<file path="config.mk">
export PLATFORM = sky130hd
export DESIGN_NAME = dor_span_mask
export DESIGN_NICKNAME = d
export VERILOG_FILES = /design/src/rtl/dor_pkg.sv /design/src/rtl/dor_span_mask.sv
export SDC_FILE = /design/constraint.sdc
export NUM_CORES = 1
export LEC_CHECK = 0
export BUFFER_PORTS_ARGS = -buffer_cell sky130_fd_sc_hd__buf_2
export CORE_ASPECT_RATIO = 1.2
export CORE_MARGIN = 8
export CORE_UTILIZATION = 45
export DETAILED_ROUTE_END_ITERATION = 12
export MAX_ROUTING_LAYER = met4
export PLACE_DENSITY = 0.69
export SLEW_MARGIN = 25
export SYNTH_ARGS = -nofsm -noshare
export SYNTH_HDL_FRONTEND = slang
export SYNTH_SLANG_ARGS = --single-unit
</file>
<file path="constraint.sdc">
create_clock -name vclk -period 10.15
set_input_delay 2.03 -clock vclk [all_inputs]
set_output_delay 2.03 -clock vclk [all_outputs]
set_load 0.01 [all_outputs]
</file>
<file path="src/rtl/dor_pkg.sv">
// dor_pkg: shared types, codes and widths for the disc obstacle rasterizer
// no dependencies; imported by every rtl module of the block
`default_nettype none

package dor_pkg;

  localparam int unsigned MAP_W     = 64;
  localparam int unsigned CELL_W    = 6;
  localparam int unsigned CTR_W     = 12;
  localparam int unsigned RAD_IN_W  = 10;
  localparam int unsigned ROW_SEL_W = 6;
  localparam int unsigned COORD_W   = 18;
  localparam int unsigned RQ_W      = 14;
  localparam int unsigned ROOT_W    = 14;
  localparam int unsigned RAD_W     = 2 * ROOT_W;
  localparam int unsigned REM_W     = ROOT_W + 4;
  localparam int unsigned CNT_W     = $clog2(ROOT_W);
  localparam int unsigned ROW_MAX_W = 8;

  typedef enum logic [1:0] {
    CMD_CLEAR = 2'd0,
    CMD_ADD   = 2'd1,
    CMD_READ  = 2'd2
  } cmd_e;

  typedef enum logic [2:0] {
    S_IDLE,
    S_RSQ,
    S_ROW,
    S_ROOT_LD,
    S_ROOT,
    S_WRITE,
    S_FINISH
  } state_e;

  typedef struct packed {
    logic [1:0]                  cmd;
    logic signed [CTR_W-1:0]     center_x;
    logic signed [CTR_W-1:0]     center_y;
    logic [RAD_IN_W-1:0]         disc_radius;
    logic [ROW_SEL_W-1:0]        row_select;
  } in_word_t;

  typedef struct packed {
    logic [MAP_W-1:0]     row_bits;
    logic [ROW_SEL_W-1:0] row_echo;
  } out_word_t;

  typedef struct packed {
    logic                 clear;
    logic                 rd_en;
    logic                 wr_en;
    logic [ROW_MAX_W-1:0] rd_addr;
    logic [ROW_MAX_W-1:0] wr_addr;
  } map_req_t;

endpackage

`default_nettype wire

</file>
<file path="src/rtl/dor_span_mask.sv">
// dor_span_mask: turns a disc chord (center, half width) into a row cell mask
// depends on dor_pkg
`default_nettype none

module dor_span_mask import dor_pkg::*; #(
  parameter int unsigned GRID_WIDTH = 64
) (
  input  wire logic signed [COORD_W-1:0] cx_i,
  input  wire logic [RQ_W-1:0]           rq_i,
  input  wire logic [ROOT_W-1:0]         root_i,
  output logic [MAP_W-1:0]               mask_o
);

  localparam logic signed [COORD_W-1:0] Round = COORD_W'(15);
  localparam logic signed [COORD_W-1:0] One   = COORD_W'(1);
  localparam logic signed [COORD_W-1:0] Zero  = '0;
  localparam logic signed [COORD_W-1:0] XMax  = COORD_W'(GRID_WIDTH - 1);
  localparam logic [MAP_W-1:0]          Ones  = '1;

  logic signed [COORD_W-1:0] s_s;
  logic signed [COORD_W-1:0] rq_s;
  logic signed [COORD_W-1:0] lim;
  logic signed [COORD_W-1:0] lo_q4;
  logic signed [COORD_W-1:0] hi_q4;
  logic signed [COORD_W-1:0] lo_cell;
  logic signed [COORD_W-1:0] hi_cell;
  logic [CELL_W-1:0]         lo_sh;
  logic [CELL_W-1:0]         hi_top;
  logic                      empty;

  always_comb begin
    s_s     = COORD_W'(root_i);
    rq_s    = COORD_W'(rq_i);
    // strict right edge only bites on the center row
    lim     = (root_i == rq_i) ? (rq_s - One) : s_s;
    lo_q4   = cx_i - s_s + Round;
    hi_q4   = cx_i + lim;
    lo_cell = lo_q4 >>> 4;
    hi_cell = hi_q4 >>> 4;
    empty   = (lo_cell > XMax) || (hi_cell < Zero) || (lo_cell > hi_cell);
    lo_sh   = (lo_cell < Zero) ? '0 : lo_cell[CELL_W-1:0];
    hi_top  = (hi_cell > XMax) ? XMax[CELL_W-1:0] : hi_cell[CELL_W-1:0];
    mask_o  = empty ? '0 : ((Ones << lo_sh) & (Ones >> (CELL_W'(MAP_W - 1) - hi_top)));
  end

endmodule

`default_nettype wire

</file>
==> qor.yml, run 1 <==
io_buffers: 110
via_count: 5516
n_fill_cell: 1088
hold_viol: 0
synthCells: 638
synth_area_sq_um: 4778
syn-num-nets: 743
crit_required_ns: 8.12
crit_fanout: 14
ioPinCount: 110
rsz0062_at_grt: "no"
worstMarginPinSlew_ns: 0.9376
status: "completed"
worstSetupPathType: "in -> out"
endpoint_kind: "output pin"
syn2layout_area_growth_pct: 14.64
cp.arrival_ns: 7.76
drv_slew: 0
die_area_sq_um: 14190
antenna_found_initial: 0
initial_utilization_pct: 45.88
fin_crit_ns: 9.794
grt_max_degree: 32
drt_drc_violations_left: 0
n_sequential_cell: 0
grt_pass1_wl_mm: 26.69
relSlewSlack_pct: 36.83
max-vdd-ir-drop_mv: 0.03717
core_area_sq_um: 10410
setup-tns-final_ns: 0
drive_above_1_share_pct: 29.77
dpl_worst_slack_ns: 0.1542
drt_iter0_drc: 289
maxCapViolations: 0
grt_pass1_vias: 5503
n_clock_buffer: 0
place_inst: 860
dp_hpwl_mm: 13.55
grt.overflow.total: 0
p_per_area_nw_per_um2: 104.9
setup_viol: 0
die_w_um: 110.1
min_path_type: "in -> out"
dpl_cell_area_sq_um: 5396
start_kind: "input port"
ys_types: 92
finish.net_count: 846
leakage_nw: 2.619
seq_area_sq_um: 0
fmax_mhz: 102.1
ant_nets: 0
die_height_um: 128.9
wl_per_cell_um: 19.04
grt_util_all_layers_pct: 22.95
finalWeightedCongestion: 0.9441
first_pass_iters: 5
drt-total-wl_mm: 16.52
num_rows: 41
fin_area_sq_um: 5478
yosys_warnings: 0
final.setup.worst_slack_ns: 0.3562
yosysSeqAreaShare_pct: 0
finalNonFillerCells: 868
synth.avg_cell_area_sq_um: 7.490
vias_per_cell: 6.355
period_share_pct: 96.49
diodes: 0
==> Yosys cell counts, types with 11 or more instances <==
library cell / number / area [sq um]
nand2_1: 73 / 274.0
ha_1: 59 / 738.2
nor2_1: 57 / 214.0
a21oi_1: 42 / 210.2
inv_1: 39 / 146.4
o21ai_0: 39 / 195.2
a211oi_2: 25 / 312.8
xor2_1: 24 / 210.2
a221oi_2: 21 / 315.3
clkbuf_1: 17 / 63.81
nor3_1: 16 / 80.08
xnor2_1: 16 / 140.1
a21o_1: 13 / 97.59
a211oi_1: 11 / 82.58
nand3_1: 11 / 55.05
==> cell families (layout without fill, tap and decap cells) <==
| family | count (synthesis) | in the layout | synth area share [%] |
|---|---|---|---|
| AO/OA/AOI/OAI | 227 | 228 | 41.37 |
| XOR/XNOR | 43 | 43 | 8.589 |
| adder cells (fa/ha/maj) | 59 | 59 | 15.45 |
| buffers and inverters | 71 | 171 | 7.148 |
| multiplexers | 7 | 7 | 1.519 |
| AND/OR/NAND/NOR | 231 | 231 | 25.92 |
==> metal layers <==
metal	vias to the layer above	track usage, %	wire length (um)
met4	0	7.564	600
li1	2652	-	-
met5	-	-	0
met1	2599	27.84	7034
met3	42	1.151	1037
met2	223	39.28	7851
==> layout by cell type, fill, tap and decap left out, drive strengths merged, types with 8 or more instances in the layout <==
cell,Yosys,routed
nand3,12,12
a211oi,36,36
nand2,74,74
o21a,8,8
inv,42,42
or4,10,10
nand4,11,11
a221oi,30,30
a21oi,44,44
ha,59,59
xnor2,17,17
buf,12,129
xor2,26,26
nor2,59,59
a21o,13,13
o21ai,39,39
o211ai,11,12
nor3,18,18
==> through the flow <==
| stage | power (mW) | utilization (%) | hold slack (ns) |
|---|---|---|---|
| 3_3_place_gp | 0.5454 | 51.82 | 5.001 |
| 4_1_cts | 0.5537 | 51.82 | 4.986 |
| 5_1_grt | 0.6259 | 52.60 | 4.935 |
| 6_report | 0.5749 | 52.60 | 4.896 |
| 3_5_place_dp | 0.5509 | 51.82 | 4.987 |
| 2_1_floorplan | 0.4063 | - | 4.629 |
==> layout make-up <==
| cell class | count | area, sq um | share of cell area, % |
|---|---|---|---|
| Inverter | 42 | 157.7 | 2.878 |
| Multi-Input combinational cell | 568 | 4466 | 81.52 |
| Tap cell | 129 | 161.4 | 2.947 |
| Timing Repair Buffer | 129 | 693.2 | 12.65 |
==> report_power, final <==
group	switching [mW]	internal (mW)	total [mW]	leakage, nW
sequential	0	0	0	0
clock	0	0	0	0
combinational	0.382	0.193	0.575	2.62
total	0.382	0.193	0.575	2.62
==> repair_timing <==
| item | CTS | global route |
|---|---|---|
| buffers inserted | 0 | 7 |
| gates resized for setup | 0 | 5 |
| setup endpoints to repair | 0 | 55 |
| hold buffers | 0 | 0 |
==> final timing paths <==
path	startpoint	to	slack, ns	cells past startpoint
min	cx_i[8]	mask_o[20]	4.90	6
max	rq_i[0]	mask_o[51]	0.36	22
==> critical path, cell delays in order <==
cell and delay (ns):
buf_2 0.13, or4_1 0.58, nand2b_1 0.27, nor4_1 0.27, xnor2_1 0.15, o21ai_0 0.10, ha_1 0.39, and3_1 0.26
a221o_1 0.32, a31o_1 0.22, mux2_2 0.28, a311oi_2 0.30, nand3_1 0.12, ha_1 0.30, and4_1 0.19, nand3_1 0.09
or3_1 0.42, a311oi_4 0.42, buf_4 0.22, o211ai_4 0.23, a211oi_2 0.27, buf_2 0.18
Note: power is estimated with default switching activity, not from simulation.
==> inputs of run 2 (changes only) <==
--- a/config.mk
+++ b/config.mk
@@ -10,9 +10,10 @@
 export CORE_MARGIN = 8
 export CORE_UTILIZATION = 45
 export DETAILED_ROUTE_END_ITERATION = 12
+export GPL_TIMING_DRIVEN = 0
 export MAX_ROUTING_LAYER = met4
 export PLACE_DENSITY = 0.69
-export SLEW_MARGIN = 25
+export RECOVER_POWER = 100
 export SYNTH_ARGS = -nofsm -noshare
 export SYNTH_HDL_FRONTEND = slang
 export SYNTH_SLANG_ARGS = --single-unit
==> qor.yml, run 2 (synthesis gave the netlist of run 1 again) <==
cp.arrival_ns: 7.90
grt_max_degree: 11
relSlewSlack_pct: 24.10
hold_viol: 0
fmax_mhz: 100.7
antenna_found_initial: 0
place_inst: 877
vias_per_cell: 6.274
die_w_um: 110.1
path_buf_inv: 6
crit_slowest_cell: "or3_1"
hold_depth: 7
status: "completed"
drt_iter0_drc: 253
mostFrequentLayoutCells: "114 x buf_2, 73 x nand2_1, 58 x ha_1"
max-vdd-ir-drop_mv: 0.03630
grt.overflow.total: 0
die_height_um: 128.9
critPathMaxStageDelay_ns: 0.43
combPwrFrac_pct: 100.0
leakage_nw: 2.658
fin_crit_ns: 9.933
io_buffers: 110
via_count: 5534
drt_drc_violations_left: 0
crit_required_ns: 8.12
ioPinCount: 110
final_common_cell: "buf_2"
critPathLaunch: "root_i[9]"
p_sw_mw: 0.3991
cpMostUsedCell: "buf_2"
initial_utilization_pct: 45.88
min_to: "mask_o[4]"
seq_area_sq_um: 0
diodes: 0
dp_hpwl_mm: 15.20
p_clk_share_pct: 0
cp_top_family: "compound AO/OA/AOI/OAI gates"
grt_util_all_layers_pct: 24.84
worstSetupPathType: "in -> out"
drt-total-wl_mm: 17.98
setup-tns-final_ns: 0
endpoint_kind: "output pin"
drive_above_1_share_pct: 30.81
wl_per_cell_um: 20.38
grt_pass1_vias: 5457
syn2layout_area_growth_pct: 17.60
n_sequential_cell: 0
core_area_sq_um: 10410
final_util_pct: 53.96
finalWeightedCongestion: 0.9466
first_pass_iters: 5
start_kind: "input port"
crit_fanout: 10
period_share_pct: 97.86
final.setup.worst_slack_ns: 0.2175
ant_nets: 0
n_clock_buffer: 0
num_rows: 41
min_path_type: "in -> out"
pwr-share-seq_pct: 0
dpl_worst_slack_ns: -0.2335
finalNonFillerCells: 882
setup_viol: 0
p_int_mw: 0.1977
p_total_mw: 0.5968
grt_pass1_wl_mm: 27.83
n_fill_cell: 1047
die_area_sq_um: 14190
p_per_area_nw_per_um2: 106.2
swShare_pct: 66.87
worstMarginPinSlew_ns: 1.134
min-delay-start: "cx_i[17]"
drv_slew: 0
finish.net_count: 860
maxCapViolations: 0
## run 2: metrics by stage
step	instance area, sq um	hold WS (ns)
after floorplan	4778	4.629
after global routing	5619	5.042
after CTS	5525	4.997
final	5619	5.000
after detailed placement	5490	4.995
after global placement	5490	4.993
## run 2: worst min-delay path, cell delays in order
cell,delay (ns)
buf_2,0.11
xor2_1,0.08
and3b_4,0.32
a311oi_4,0.07
nand3_4,0.14
a2111oi_2,0.07
buf_2,0.14
## run 2: worst max-delay path by stage
| stage | endpoint | slack (ns) | cells past startpoint |
|---|---|---|---|
| 2_1_floorplan | mask_o[52] | 0.95 | 22 |
| 3_3_place_gp | mask_o[43] | -0.17 | 25 |
| 3_5_place_dp | mask_o[43] | -0.23 | 25 |
| 4_1_cts | mask_o[42] | 0.10 | 25 |
| 5_1_grt | mask_o[42] | -0.05 | 26 |
| 6_report | mask_o[40] | 0.22 | 25 |
## run 2: cell type report
type	instances	area, sq um	area share [%]
multi-input combinational	567	4512	80.29
timing repair buffer	117	603.1	10.73
buffer	27	182.7	3.251
tap	129	161.4	2.872
inverter	42	160.2	2.850
## run 2: timing repair
action,CTS,global route
endpoints found under the hold margin,0,0
hold buffers,0,0
buffers inserted,2,5
endpoints found under the setup margin,64,64
gates resized for setup,5,21
pin swaps,2,6
## run 2: routing by layer
layer	wire length (um)	part of all wire, %	global-route usage (%)
met5	0	0	-
met2	9067	50	45.92
met3	1080	6.0	0.9505
met4	535	3.0	6.927
met1	7293	41	27.94
## run 2: power by group through the flow
| stage | clock [mW] | sequential (mW) | combinational [mW] |
|---|---|---|---|
| after global placement | 0 | 0 | 0.568 |
| final | 0 | 0 | 0.597 |
| after CTS | 0 | 0 | 0.579 |
| after floorplan | 0 | 0 | 0.406 |
| after detailed placement | 0 | 0 | 0.574 |
| after global routing | 0 | 0 | 0.645 |
