`config.mk`:
```
export PLATFORM = sky130hd
export DESIGN_NAME = dor_isqrt
export DESIGN_NICKNAME = d
export VERILOG_FILES = /design/src/rtl/dor_pkg.sv /design/src/rtl/dor_isqrt.sv
export SDC_FILE = /design/constraint.sdc
export NUM_CORES = 1
export LEC_CHECK = 0
export CORE_ASPECT_RATIO = 1.4
export CORE_UTILIZATION = 57
export DETAILED_ROUTE_END_ITERATION = 16
export DONT_BUFFER_PORTS = 1
export GPL_ROUTABILITY_DRIVEN = 1
export PLACE_DENSITY = 0.75
export RECOVER_POWER = 50
export SLEW_MARGIN = 10
export SYNTH_ARGS = -nofsm -noshare
export SYNTH_HDL_FRONTEND = slang
export SYNTH_SLANG_ARGS = --single-unit
```
`constraint.sdc`:
```
create_clock -name clk_i -period 2.2 [get_ports clk_i]
set_clock_uncertainty 0.05 [all_clocks]
set_input_delay 0.44 -clock clk_i [delete_from_list [all_inputs] [get_ports clk_i]]
set_output_delay 0.44 -clock clk_i [all_outputs]
set_load 0.03 [all_outputs]
```
`src/rtl/dor_pkg.sv`:
```
// dor_pkg: shared types, codes and widths for the disc obstacle rasterizer
// no dependencies; imported by every rtl module of the block
`default_nettype none

package dor_pkg;

  localparam int unsigned MAP_W     = 64;
  localparam int unsigned CELL_W    = 6;
  localparam int unsigned CTR_W     = 12;
  localparam int unsigned RAD_IN_W  = 10;
  localparam int unsigned ROW_SEL_W = 6;
  localparam int unsigned COORD_W   = 18;
  localparam int unsigned RQ_W      = 14;
  localparam int unsigned ROOT_W    = 14;
  localparam int unsigned RAD_W     = 2 * ROOT_W;
  localparam int unsigned REM_W     = ROOT_W + 4;
  localparam int unsigned CNT_W     = $clog2(ROOT_W);
  localparam int unsigned ROW_MAX_W = 8;

  typedef enum logic [1:0] {
    CMD_CLEAR = 2'd0,
    CMD_ADD   = 2'd1,
    CMD_READ  = 2'd2
  } cmd_e;

  typedef enum logic [2:0] {
    S_IDLE,
    S_RSQ,
    S_ROW,
    S_ROOT_LD,
    S_ROOT,
    S_WRITE,
    S_FINISH
  } state_e;

  typedef struct packed {
    logic [1:0]                  cmd;
    logic signed [CTR_W-1:0]     center_x;
    logic signed [CTR_W-1:0]     center_y;
    logic [RAD_IN_W-1:0]         disc_radius;
    logic [ROW_SEL_W-1:0]        row_select;
  } in_word_t;

  typedef struct packed {
    logic [MAP_W-1:0]     row_bits;
    logic [ROW_SEL_W-1:0] row_echo;
  } out_word_t;

  typedef struct packed {
    logic                 clear;
    logic                 rd_en;
    logic                 wr_en;
    logic [ROW_MAX_W-1:0] rd_addr;
    logic [ROW_MAX_W-1:0] wr_addr;
  } map_req_t;

endpackage

`default_nettype wire

```
`src/rtl/dor_isqrt.sv`:
```
// dor_isqrt: iterative integer square root, one result bit per cycle
// depends on dor_pkg
`default_nettype none

module dor_isqrt import dor_pkg::*; (
  input  wire logic              clk_i,
  input  wire logic              rst_ni,
  input  wire logic              start_i,
  input  wire logic [RAD_W-1:0]  radicand_i,
  output logic                   busy_o,
  output logic [ROOT_W-1:0]      root_o
);

  logic [RAD_W-1:0]  rad_q;
  logic [REM_W-1:0]  rem_q;
  logic [ROOT_W-1:0] root_q;
  logic [CNT_W-1:0]  cnt_q;
  logic              busy_q;

  logic [REM_W-1:0]  rem_sh;
  logic [REM_W-1:0]  trial;
  logic              ge;

  assign rem_sh = {rem_q[REM_W-3:0], rad_q[RAD_W-1 -: 2]};
  assign trial  = {{(REM_W-ROOT_W-2){1'b0}}, root_q, 2'b01};
  assign ge     = (rem_sh >= trial);

  always_ff @(posedge clk_i or negedge rst_ni) begin
    if (!rst_ni) begin
      busy_q <= 1'b0;
      cnt_q  <= '0;
    end else if (start_i) begin
      busy_q <= 1'b1;
      cnt_q  <= '0;
    end else if (busy_q) begin
      cnt_q <= cnt_q + CNT_W'(1);
      if (cnt_q == CNT_W'(ROOT_W - 1)) begin
        busy_q <= 1'b0;
      end
    end
  end

  always_ff @(posedge clk_i) begin
    if (start_i) begin
      rad_q  <= radicand_i;
      rem_q  <= '0;
      root_q <= '0;
    end else if (busy_q) begin
      rad_q  <= {rad_q[RAD_W-3:0], 2'b00};
      rem_q  <= ge ? (rem_sh - trial) : rem_sh;
      root_q <= {root_q[ROOT_W-2:0], ge};
    end
  end

  assign busy_o = busy_q;
  assign root_o = root_q;

endmodule

`default_nettype wire

```
==> flow_metrics.py, run 1 <==
metrics = {
    "status": {
        "status": "complete, but fails checks",
        "violations_in_the_final_reports": "negative setup slack",
    },
    "floorplanning": {
        "floorplan.die.height_um": 95.4,
        "die_width_um": 68.7,
        "design.die.area_um2": 6550,
        "initial_utilization_pct": 59.7,
        "design.core.area_um2": 5950,
        "floorplan.io_pins": 46,
        "rows": 33,
    },
    "grt": {
        "gr_ovfl_total": 0,
        "groute.usage.overall_pct": 26.0,
        "wire_length_of_the_first_global_routing_pass_um": 12400,
        "initial_antenna_violation_count": 0,
        "top_usage_layer": "met2",
        "grt_max_degree": 67,
        "number_of_global_route_vias_before_repair": 2714,
        "groute.layer.met1.usage_pct": 28.6,
        "grt_util_met3_pct": 6.46,
        "global_route.usage.met2_pct": 44.0,
    },
    "worst_setup_path": {
        "critical-path-max-stage-delay_ps": 400,
        "critical_path_maximum_fanout": 8,
        "crit_required_ps": 2400,
        "timing_worst_setup_path_type": "reg -> reg",
        "critPathCaptureType": "register",
        "r2r_setup_slack_ps": -20,
        "worst-endpoint-arrival_ps": 2420,
        "startpoint_type": "register",
        "timing.critical_path.cells": "ha_4 > a211oi_2 > nor2_2 > or3_4 > o21ai_4 > clkbuf_16 > nand3_1 > a311oi_2",
        "cp_slowest_cell": "sky130_fd_sc_hd__dfxtp_1",
    },
    "synth": {
        "synth-async-reset-ratio_pct": 7.94,
        "syn-mean-instance-area_um2": 10.1,
        "synthesis.instances": 351,
        "synth.yosys.seq_area_share_pct": 44.1,
        "synth_flop_cell": "sky130_fd_sc_hd__dfxtp_1",
        "syn-num-nets": 400,
        "synth-seq-cells": 63,
        "synth.distinct_cells": 55,
        "ys_warn_count": 0,
        "edff_count_synth": 28,
        "mappedNetlistArea_um2": 3550,
    },
    "clocking": {
        "clkSlewWorstSetupHoldPaths_ps": 70,
        "clock_tree.buffer_depth": 2,
        "clock_sink_count": 63,
        "tritoncts_clock_tree": "done",
        "cts_root_buffer": "sky130_fd_sc_hd__clkbuf_8",
        "clk-insertion-delay-late_ps": 340,
        "cts_buf_count": 9,
        "cts_htree_levels": 3,
    },
    "timing": {
        "setup_viol": 2,
        "max-slew-margin-rel_pct": 58.0,
        "worst_slew_pin_slew_ps": 630,
        "finalHoldViolations": 0,
        "highest_clock_rate_mhz": 451,
        "postLayoutSetupSlackWorst_ps": -19.0,
        "timing.final.max_slew_violations": 0,
        "final.period_utilization_pct": 101,
        "totalNegativeSetupSlack_ps": -21.6,
        "worst_hold_slack_ps": 107,
        "post-route-min-period_ps": 2220,
        "rsz_0062_raised_after_global_routing": "true",
    },
    "cells_and_area": {
        "final_area_um2": 4260,
        "finish.cell_count_without_fillers": 453,
        "most_frequent_standard_cell_in_the_layout_excluding_fill_and_tap_cells": "sky130_fd_sc_hd__nor2_1",
        "n_antenna_cell": 0,
        "highest_count_cells_in_the_layout_ignoring_fill_and_taps": "sky130_fd_sc_hd__nor2_1, sky130_fd_sc_hd__edfxtp_1, sky130_fd_sc_hd__mux2_2",
        "net_count_final": 427,
        "areaGrowthSynthToFinish_pct": 20.0,
        "share_of_post_route_cells_with_drive_strength_above_1_pct": 31.3,
    },
    "drt": {
        "viasPerCell": 6.22,
        "routed_wire_per_std_cell_um": 17.4,
        "drt-initial-drc-count": 135,
        "dr_total_vias": 2816,
        "detailedRoute.firstPassIterationCount": 4,
        "drtAntennaViolNets": 0,
        "finalWirelength_um": 7900,
        "drc": 0,
    },
    "power_and_ir_drop": {
        "powerDensity_nw_per_um2": 1410,
        "pnr_total_power_uw": 6000,
        "leakagePower_uw": 0.00166,
        "peakVddDrop_v": 0.000801,
    },
    "worst_hold_path": {
        "hold_path.class": "in -> reg",
    },
    "placed_design": {
        "detailed_place.area_um2": 3860,
        "detailedPlacementHpwl_um": 5230,
        "placed_cells": 428,
        "globalplace.congestion": 0.920,
        "place.port_buffers": 0,
    },
    "run": {
        "cap_viol_max_count": 0,
    },
}
## logic make-up after synthesis
group | Yosys count | share of synthesized area, %
simple gates | 96 | 13.1
compound gates | 81 | 16.3
flops | 63 | 44.1
mux | 41 | 12.5
buf+inv | 40 | 4.72
fa+ha+maj | 18 | 6.34
xor+xnor | 12 | 2.96
## final timing paths
kind | start | to | depth (start not counted)
setup / recovery | rem_q[5] | rem_q[3] | 8
hold / removal | start_i | root_o[1] | 1
setup reg to reg | rem_q[5] | rem_q[3] | 8
hold reg to reg | rem_q[11] | rem_q[11] | 2
max in group asynchronous | rst_ni | cnt_q[0] | 1
min in group asynchronous | rst_ni | cnt_q[1] | 1
## repair_timing
item,in CTS,in global routing
hold buffers,1,0
endpoints found under the setup margin,15,17
pin swaps,3,7
hold endpoints to repair,5,0
gates resized for setup,1,40
setup buffers,3,3
gates cloned,1,1
## report_power, final
part	switching [µW]	internal [µW]	total, µW
clock	435	435	870
combinational	1830	1720	3550
sequential	156	1420	1580
total	2420	3580	6000
## synth_stat cells (all sizes together) (16+ instances only)
| cell | count | area share (%) |
|---|---|---|
| a21oi | 17 | 2.5 |
| dfxtp | 30 | 17 |
| edfxtp | 28 | 24 |
| ha | 18 | 6.3 |
| inv | 21 | 2.2 |
| mux2 | 27 | 8.6 |
| nand3 | 16 | 2.3 |
| nor2 | 40 | 4.2 |
| o21ai | 21 | 3.4 |
## registers in the layout (all words and copies together) (netlist names)
signal	count
busy_o	1
cnt_q	4
rad_q	28
rem_q	16
root_o	14
## critical path: cells and delay by family (launching register included)
kind / cells / cell delay, ps
adder cells (fa/ha/maj): 1 / 240
AO/OA/AOI/OAI: 3 / 700
AND/OR/NAND/NOR: 3 / 530
flip-flops: 1 / 400
buffers and inverters: 1 / 190
## area by class of cell
cell class	instances	area, µm²
Multi-Input combinational cell	249	2060
Timing Repair Buffer	34	263
Sequential cell	63	1610
Tap cell	70	87.6
Fill cell	479	1690
Clock inverter	4	21.3
Clock buffer	12	145
Inverter	21	78.8
## per-stage QoR
| stage | setup slack, ps | utilization, % |
|---|---|---|
| global route | -114 | 71.6 |
| floorplan | 4.24 | - |
| detailed placement | -114 | 65.0 |
| finish | -19.0 | 71.6 |
| global placement | -29.0 | 65.0 |
| CTS | 9.31 | 68.7 |
## metal layers
layer  vias up  routed length (µm)
li1       1356                   -
met1      1327                3050
met2       104                4070
met3        29                 425
met4         0                 355
met5         -                   0
Note: power is estimated with default switching activity, not from simulation.
==> inputs of run 2 (changes only) <==
--- a/config.mk
+++ b/config.mk
@@ -10,6 +10,7 @@
 export DETAILED_ROUTE_END_ITERATION = 16
 export DONT_BUFFER_PORTS = 1
 export GPL_ROUTABILITY_DRIVEN = 1
+export MAX_ROUTING_LAYER = met4
 export PLACE_DENSITY = 0.75
 export RECOVER_POWER = 50
 export SLEW_MARGIN = 10
==> run 2 against run 1 <==
The run still ends with negative setup slack left. Register-to-register slack barely moved. Via count is 1.8% higher. Maximum frequency fell by 0.40%. Total power increased by 7.1%. Wire length up 6.3%. Critical path type unchanged. Largest cell class unchanged. Largest power group unchanged.
==> flow_metrics.py, run 2 (synthesis results as in run 1) <==
metrics = {
    "worst_setup_path": {
        "regToRegEndpoint": "rem_q[6]",
        "critical_path_maximum_fanout": 8,
        "worst_r2r_path_depth": 9,
        "worst-endpoint-arrival_ps": 2430,
        "timing_worst_setup_path_type": "reg -> reg",
        "critPathCaptureType": "register",
        "regToRegStartpoint": "root_o[5]",
        "crit_required_ps": 2400,
        "r2r_setup_slack_ps": -30,
        "startpoint_type": "register",
    },
    "grt": {
        "gr_ovfl_total": 0,
        "wire_length_of_the_first_global_routing_pass_um": 13000,
        "initial_antenna_violation_count": 0,
        "grt_max_degree": 67,
        "number_of_global_route_vias_before_repair": 2795,
        "groute.usage.overall_pct": 28.3,
    },
    "drt": {
        "drtAntennaViolNets": 0,
        "detailedRoute.firstPassIterationCount": 4,
        "finalWirelength_um": 8400,
        "viasPerCell": 6.28,
        "routed_wire_per_std_cell_um": 18.4,
        "drt-initial-drc-count": 254,
        "dr_total_vias": 2868,
        "drc": 0,
    },
    "clocking": {
        "cts_root_buffer": "sky130_fd_sc_hd__clkbuf_8",
        "cts_htree_levels": 3,
        "clock_tree.buffer_depth": 2,
        "clkSlewWorstSetupHoldPaths_ps": 80,
        "tritoncts_clock_tree": "done",
        "cts_buf_count": 9,
        "clock_sink_count": 63,
        "clk-insertion-delay-late_ps": 350,
    },
    "floorplanning": {
        "floorplan.io_pins": 46,
        "initial_utilization_pct": 59.7,
        "design.die.area_um2": 6550,
        "die_width_um": 68.7,
        "rows": 33,
        "floorplan.die.height_um": 95.4,
        "design.core.area_um2": 5950,
    },
    "cells_and_area": {
        "top_register": "rad_q",
        "highest_count_cells_in_the_layout_ignoring_fill_and_taps": "sky130_fd_sc_hd__nor2_1, sky130_fd_sc_hd__edfxtp_1, sky130_fd_sc_hd__mux2_2",
        "n_antenna_cell": 0,
        "net_count_final": 431,
        "final_area_um2": 4380,
        "share_of_post_route_cells_with_drive_strength_above_1_pct": 34.6,
        "max_ffs_per_register": 28,
        "most_frequent_standard_cell_in_the_layout_excluding_fill_and_tap_cells": "sky130_fd_sc_hd__nor2_1",
        "areaGrowthSynthToFinish_pct": 23.4,
    },
    "timing": {
        "post-route-min-period_ps": 2230,
        "rsz_0062_raised_after_global_routing": "true",
        "postLayoutSetupSlackWorst_ps": -28.0,
        "finalHoldViolations": 0,
        "setup_viol": 2,
        "timing.final.max_slew_violations": 0,
        "highest_clock_rate_mhz": 449,
        "totalNegativeSetupSlack_ps": -49.3,
        "worst_hold_slack_ps": 98.1,
        "max-slew-margin-rel_pct": 59.3,
        "worst_slew_pin_slew_ps": 610,
        "final.period_utilization_pct": 101,
    },
    "worst_hold_path": {
        "worstHoldPathCells": 1,
        "hold_critical_path_endpoint": "rem_q[5]",
        "hold_start": "start_i",
        "hold_path.class": "in -> reg",
    },
    "power_and_ir_drop": {
        "peakVddDrop_v": 0.000778,
        "powerDensity_nw_per_um2": 1470,
        "leakagePower_uw": 0.00173,
    },
    "status": {
        "violations_in_the_final_reports": "negative setup slack",
        "status": "complete, but fails checks",
    },
    "run": {
        "cap_viol_max_count": 0,
    },
    "placed_design": {
        "detailed_place.area_um2": 3850,
        "place.port_buffers": 0,
        "detailedPlacementHpwl_um": 5460,
        "globalplace.congestion": 0.916,
    },
}
## run 2: cell count changes in the layout (fill, tap and decap cells not counted), sizes merged
cell,change
bufinv,+1
clkbuf,-2
clkinv,-1
buf,+6
## run 2: layout make-up
cell class | instances | area, µm²
Clock buffer | 12 | 188
Timing Repair Buffer | 38 | 300
Clock inverter | 4 | 56.3
Tap cell | 70 | 87.6
Multi-Input combinational cell | 249 | 2060
Sequential cell | 63 | 1610
Fill cell | 440 | 1560
Inverter | 21 | 78.8
## run 2: critical path, cell delays in order, from the launching register on
cell                        delay (ps)
sky130_fd_sc_hd__dfxtp_4           340
sky130_fd_sc_hd__inv_2              40
sky130_fd_sc_hd__ha_4              250
sky130_fd_sc_hd__a211oi_2          250
sky130_fd_sc_hd__nor2_2             70
sky130_fd_sc_hd__or3_4             370
sky130_fd_sc_hd__o21ai_4           230
sky130_fd_sc_hd__clkbuf_16         190
sky130_fd_sc_hd__nand3_2            70
sky130_fd_sc_hd__a311oi_1          260
## run 2: power breakdown
part	switching, µW	leakage [µW]	internal (µW)
Combinational	1890	0.000985	1750
Sequential	160	0.000618	1430
Clock	487	0.000123	700
Total	2540	0.00173	3880
## run 2: what timing repair did
action	CTS	global route
hold buffers	1	0
hold endpoints to repair	5	0
pin swaps	0	17
cloned	1	1
buffers inserted	0	11
gates resized for setup	1	47
setup endpoints to repair	12	17
## run 2: stage by stage
stage          power (µW)  std cells  util, %  setup slack (ps)
2_1_floorplan        3750        351        -              4.24
3_3_place_gp         4370        427     64.8             -52.1
3_5_place_dp         4420        427     64.8              -105
4_1_cts              5670        445     69.3              4.53
5_1_grt              6810        457     73.7              -164
6_report             6420        457     73.7             -28.0
## run 2: worst max-delay path by stage
stage | startpoint | to | slack, ps
after global placement | rem_q[8] | rem_q[2] | -50
after global routing | rad_q[26] | rem_q[6] | -160
after CTS | rad_q[26] | rem_q[8] | 5
after detailed placement | rem_q[8] | rem_q[2] | -110
after floorplan | root_o[5] | rem_q[0] | 4
final | root_o[5] | rem_q[6] | -30
## run 2: metal layers
metal  share of wire (%)  track usage [%]  vias to the layer above  wire length [µm]
li1                    -                -                     1360                 -
met1                  39             30.6                     1383              3270
met2                  52             44.4                       88              4380
met3                 4.0             6.46                       37               338
met4                 4.9             20.9                        0               414
met5                   0                -                        -                 0
==> inputs of run 3 (changes only) <==
--- a/config.mk
+++ b/config.mk
@@ -5,13 +5,14 @@
 export SDC_FILE = /design/constraint.sdc
 export NUM_CORES = 1
 export LEC_CHECK = 0
+export ABC_AREA = 1
 export CORE_ASPECT_RATIO = 1.4
-export CORE_UTILIZATION = 57
+export CORE_UTILIZATION = 58
 export DETAILED_ROUTE_END_ITERATION = 16
 export DONT_BUFFER_PORTS = 1
 export GPL_ROUTABILITY_DRIVEN = 1
 export MAX_ROUTING_LAYER = met4
-export PLACE_DENSITY = 0.75
+export PLACE_DENSITY = 0.76
 export RECOVER_POWER = 50
 export SLEW_MARGIN = 10
 export SYNTH_ARGS = -nofsm -noshare
==> run 3 against run 2 <==
The run now ends clean. Via count is 6.9% higher. Total power fell by 18%. Cell area down 7.2%. Flip-flop and latch count stayed put. Hold slack better by 120 ps. Die area rose by 2.6%. Critical path depth grew 5. Sequential share of layout area is 1.8 points higher. Combinational power shrank 22%. Global-route usage fell by 3.3 points. Utilization down 8.2 points. Critical endpoint is now rem_q[0].
==> flow_metrics.py, run 3 <==
metrics = {
    "drt": {
        "drt-initial-drc-count": 172,
        "viasPerCell": 5.25,
        "finalWirelength_um": 7710,
        "drtAntennaViolNets": 0,
        "routed_wire_per_std_cell_um": 13.2,
        "drc": 0,
        "dr_total_vias": 3067,
        "detailedRoute.firstPassIterationCount": 5,
    },
    "synth": {
        "ys_warn_count": 0,
        "synth.yosys.seq_area_share_pct": 42.2,
        "synth_top_area_share_pct": 22.7,
        "synth_area_leaders": "sky130_fd_sc_hd__edfxtp_1, sky130_fd_sc_hd__nand2_1, sky130_fd_sc_hd__dfxtp_1",
        "synth_flop_cell": "sky130_fd_sc_hd__dfxtp_1",
        "mappedNetlistArea_um2": 3710,
        "synth-async-reset-ratio_pct": 7.94,
        "syn-mean-instance-area_um2": 7.66,
        "cell_with_the_most_instances_after_synthesis": "sky130_fd_sc_hd__nand2_1",
        "synth.distinct_cells": 35,
        "synth-seq-cells": 63,
        "syn-num-nets": 533,
        "netlist_top_cells_count": "sky130_fd_sc_hd__nand2_1, sky130_fd_sc_hd__inv_1, sky130_fd_sc_hd__nand3_1",
        "synthesis.instances": 484,
        "post-synth-top-area-cell": "sky130_fd_sc_hd__edfxtp_1",
        "edff_count_synth": 28,
    },
    "cells_and_area": {
        "finish.cell_count_without_fillers": 584,
        "areaGrowthSynthToFinish_pct": 9.62,
        "most_frequent_standard_cell_in_the_layout_excluding_fill_and_tap_cells": "sky130_fd_sc_hd__nand2_1",
        "share_of_post_route_cells_with_drive_strength_above_1_pct": 13.5,
        "top_register": "rad_q",
        "max_ffs_per_register": 28,
        "highest_count_cells_in_the_layout_ignoring_fill_and_taps": "sky130_fd_sc_hd__nand2_1, sky130_fd_sc_hd__inv_1, sky130_fd_sc_hd__nand3_1",
        "n_antenna_cell": 0,
        "post-route-util_pct": 65.5,
        "net_count_final": 556,
    },
    "worst_setup_path": {
        "startpoint": "root_o[7]",
        "timing_worst_setup_path_type": "reg -> reg",
        "critPathCaptureType": "register",
        "startpoint_type": "register",
        "crit_required_ps": 2440,
        "regToRegEndpoint": "rem_q[0]",
        "worst_r2r_path_depth": 14,
        "worst-endpoint-arrival_ps": 2310,
        "critical_path_maximum_fanout": 18,
        "r2r_setup_slack_ps": 120,
        "endpoint": "rem_q[0]",
        "regToRegStartpoint": "root_o[7]",
    },
    "timing": {
        "totalNegativeSetupSlack_ps": 0,
        "finalHoldViolations": 0,
        "highest_clock_rate_mhz": 481,
        "max-slew-margin-rel_pct": 54.9,
        "timing.final.max_slew_violations": 0,
        "rsz_0062_raised_after_global_routing": "false",
        "worst_hold_slack_ps": 221,
        "final.period_utilization_pct": 94.4,
        "post-route-min-period_ps": 2080,
        "setup_viol": 0,
        "worst_slew_pin_slew_ps": 676,
    },
    "worst_hold_path": {
        "worstHoldPathCells": 2,
        "hold_path.class": "in -> reg",
    },
    "grt": {
        "gr_ovfl_total": 0,
        "number_of_global_route_vias_before_repair": 2920,
        "grt_max_degree": 32,
        "grt_util_met3_pct": 3.44,
        "global_route.usage.met2_pct": 42.8,
        "groute.layer.met1.usage_pct": 29.2,
        "top_usage_layer": "met2",
        "groute.usage.overall_pct": 25.0,
        "wire_length_of_the_first_global_routing_pass_um": 12900,
        "initial_antenna_violation_count": 0,
    },
    "power_and_ir_drop": {
        "peakVddDrop_v": 0.000690,
        "leakagePower_uw": 0.00205,
        "powerDensity_nw_per_um2": 1290,
    },
    "placed_design": {
        "place.port_buffers": 0,
        "placed_cells": 564,
        "detailedPlacementHpwl_um": 5870,
        "globalplace.congestion": 0.967,
    },
    "floorplanning": {
        "design.die.area_um2": 6720,
        "initial_utilization_pct": 59.7,
        "rows": 34,
        "floorplan.die.height_um": 96.6,
        "floorplan.io_pins": 46,
        "die_width_um": 69.6,
        "design.core.area_um2": 6210,
    },
    "clocking": {
        "clock_sink_count": 63,
        "tritoncts_clock_tree": "done",
        "clk-insertion-delay-late_ps": 340,
        "cts_htree_levels": 3,
        "clock_tree.buffer_depth": 2,
        "clkSlewWorstSetupHoldPaths_ps": 80,
        "cts_root_buffer": "sky130_fd_sc_hd__clkbuf_8",
        "cts_buf_count": 9,
    },
    "status": {
        "status": "complete, no violations",
    },
    "run": {
        "cap_viol_max_count": 0,
    },
}
## run 3: layout make-up
type	instances	area, µm²
repair buffers	25	146
inverters	71	267
well taps	72	90.1
clock inverters	7	47.5
clock buffers	9	124
fillers	545	2150
multi-input cells	337	1820
flip-flops and latches	63	1570
## run 3: routing by layer
metal | vias to the layer above | part of all wire (%)
met5 | - | 0
met1 | 1408 | 44
met2 | 67 | 51
met4 | 0 | 2.3
met3 | 13 | 3.2
li1 | 1579 | -
## run 3: logic make-up (layout without fill, tap and decap cells)
kind of cell / Yosys count / count (layout) / synth area share (%)
simple gates: 281 / 281 / 35.8
flops: 63 / 63 / 42.2
fa+ha+maj: 18 / 18 / 6.07
xor+xnor: 7 / 7 / 1.65
buf+inv: 84 / 112 / 9.38
compound gates: 31 / 31 / 4.86
## run 3: stage by stage
step | setup WS (ps) | power (µW) | instance area, µm²
detailed placement | 144 | 4250 | 3870
CTS | 104 | 5140 | 4060
global placement | 174 | 4180 | 3870
finish | 122 | 5250 | 4070
global route | 0.246 | 5680 | 4070
floorplan | 176 | 3820 | 3710
## run 3: worst min-delay path by stage
stage	slack [ps]	endpoint	from
floorplan	90	busy_o	rst_ni
global placement	90	busy_o	rst_ni
detailed placement	90	busy_o	rst_ni
CTS	210	rad_q[1]	start_i
global route	220	rad_q[26]	radicand_i[26]
finish	220	rad_q[0]	start_i
## run 3: worst max-delay path, cell delays in order, from the launching register on
cell and delay (ps):
sky130_fd_sc_hd__dfxtp_1 340, sky130_fd_sc_hd__inv_1 90, sky130_fd_sc_hd__ha_1 410, sky130_fd_sc_hd__nand2_4 150
sky130_fd_sc_hd__inv_2 40, sky130_fd_sc_hd__nand2_2 60, sky130_fd_sc_hd__nand2_2 50, sky130_fd_sc_hd__inv_2 60
sky130_fd_sc_hd__nand3_2 100, sky130_fd_sc_hd__nand2_4 100, sky130_fd_sc_hd__nand2_8 110, sky130_fd_sc_hd__nor2_8 190
sky130_fd_sc_hd__buf_12 160, sky130_fd_sc_hd__nand2_1 50, sky130_fd_sc_hd__nand3_1 60
## run 3: report_power, final
part	total, µW	switching (µW)	leakage (µW)	internal, µW
clock	883	475	0.0000773	408
sequential	1540	130	0.000618	1410
combinational	2830	1770	0.00135	1060
total	5250	2370	0.00205	2880
## run 3: repair_timing
| action | in CTS | in global routing |
|---|---|---|
| endpoints found under the hold margin | 5 | 0 |
| setup endpoints to repair | 0 | 12 |
| hold buffers | 1 | 0 |
| gates resized for setup | 0 | 4 |
| buffers inserted | 0 | 3 |
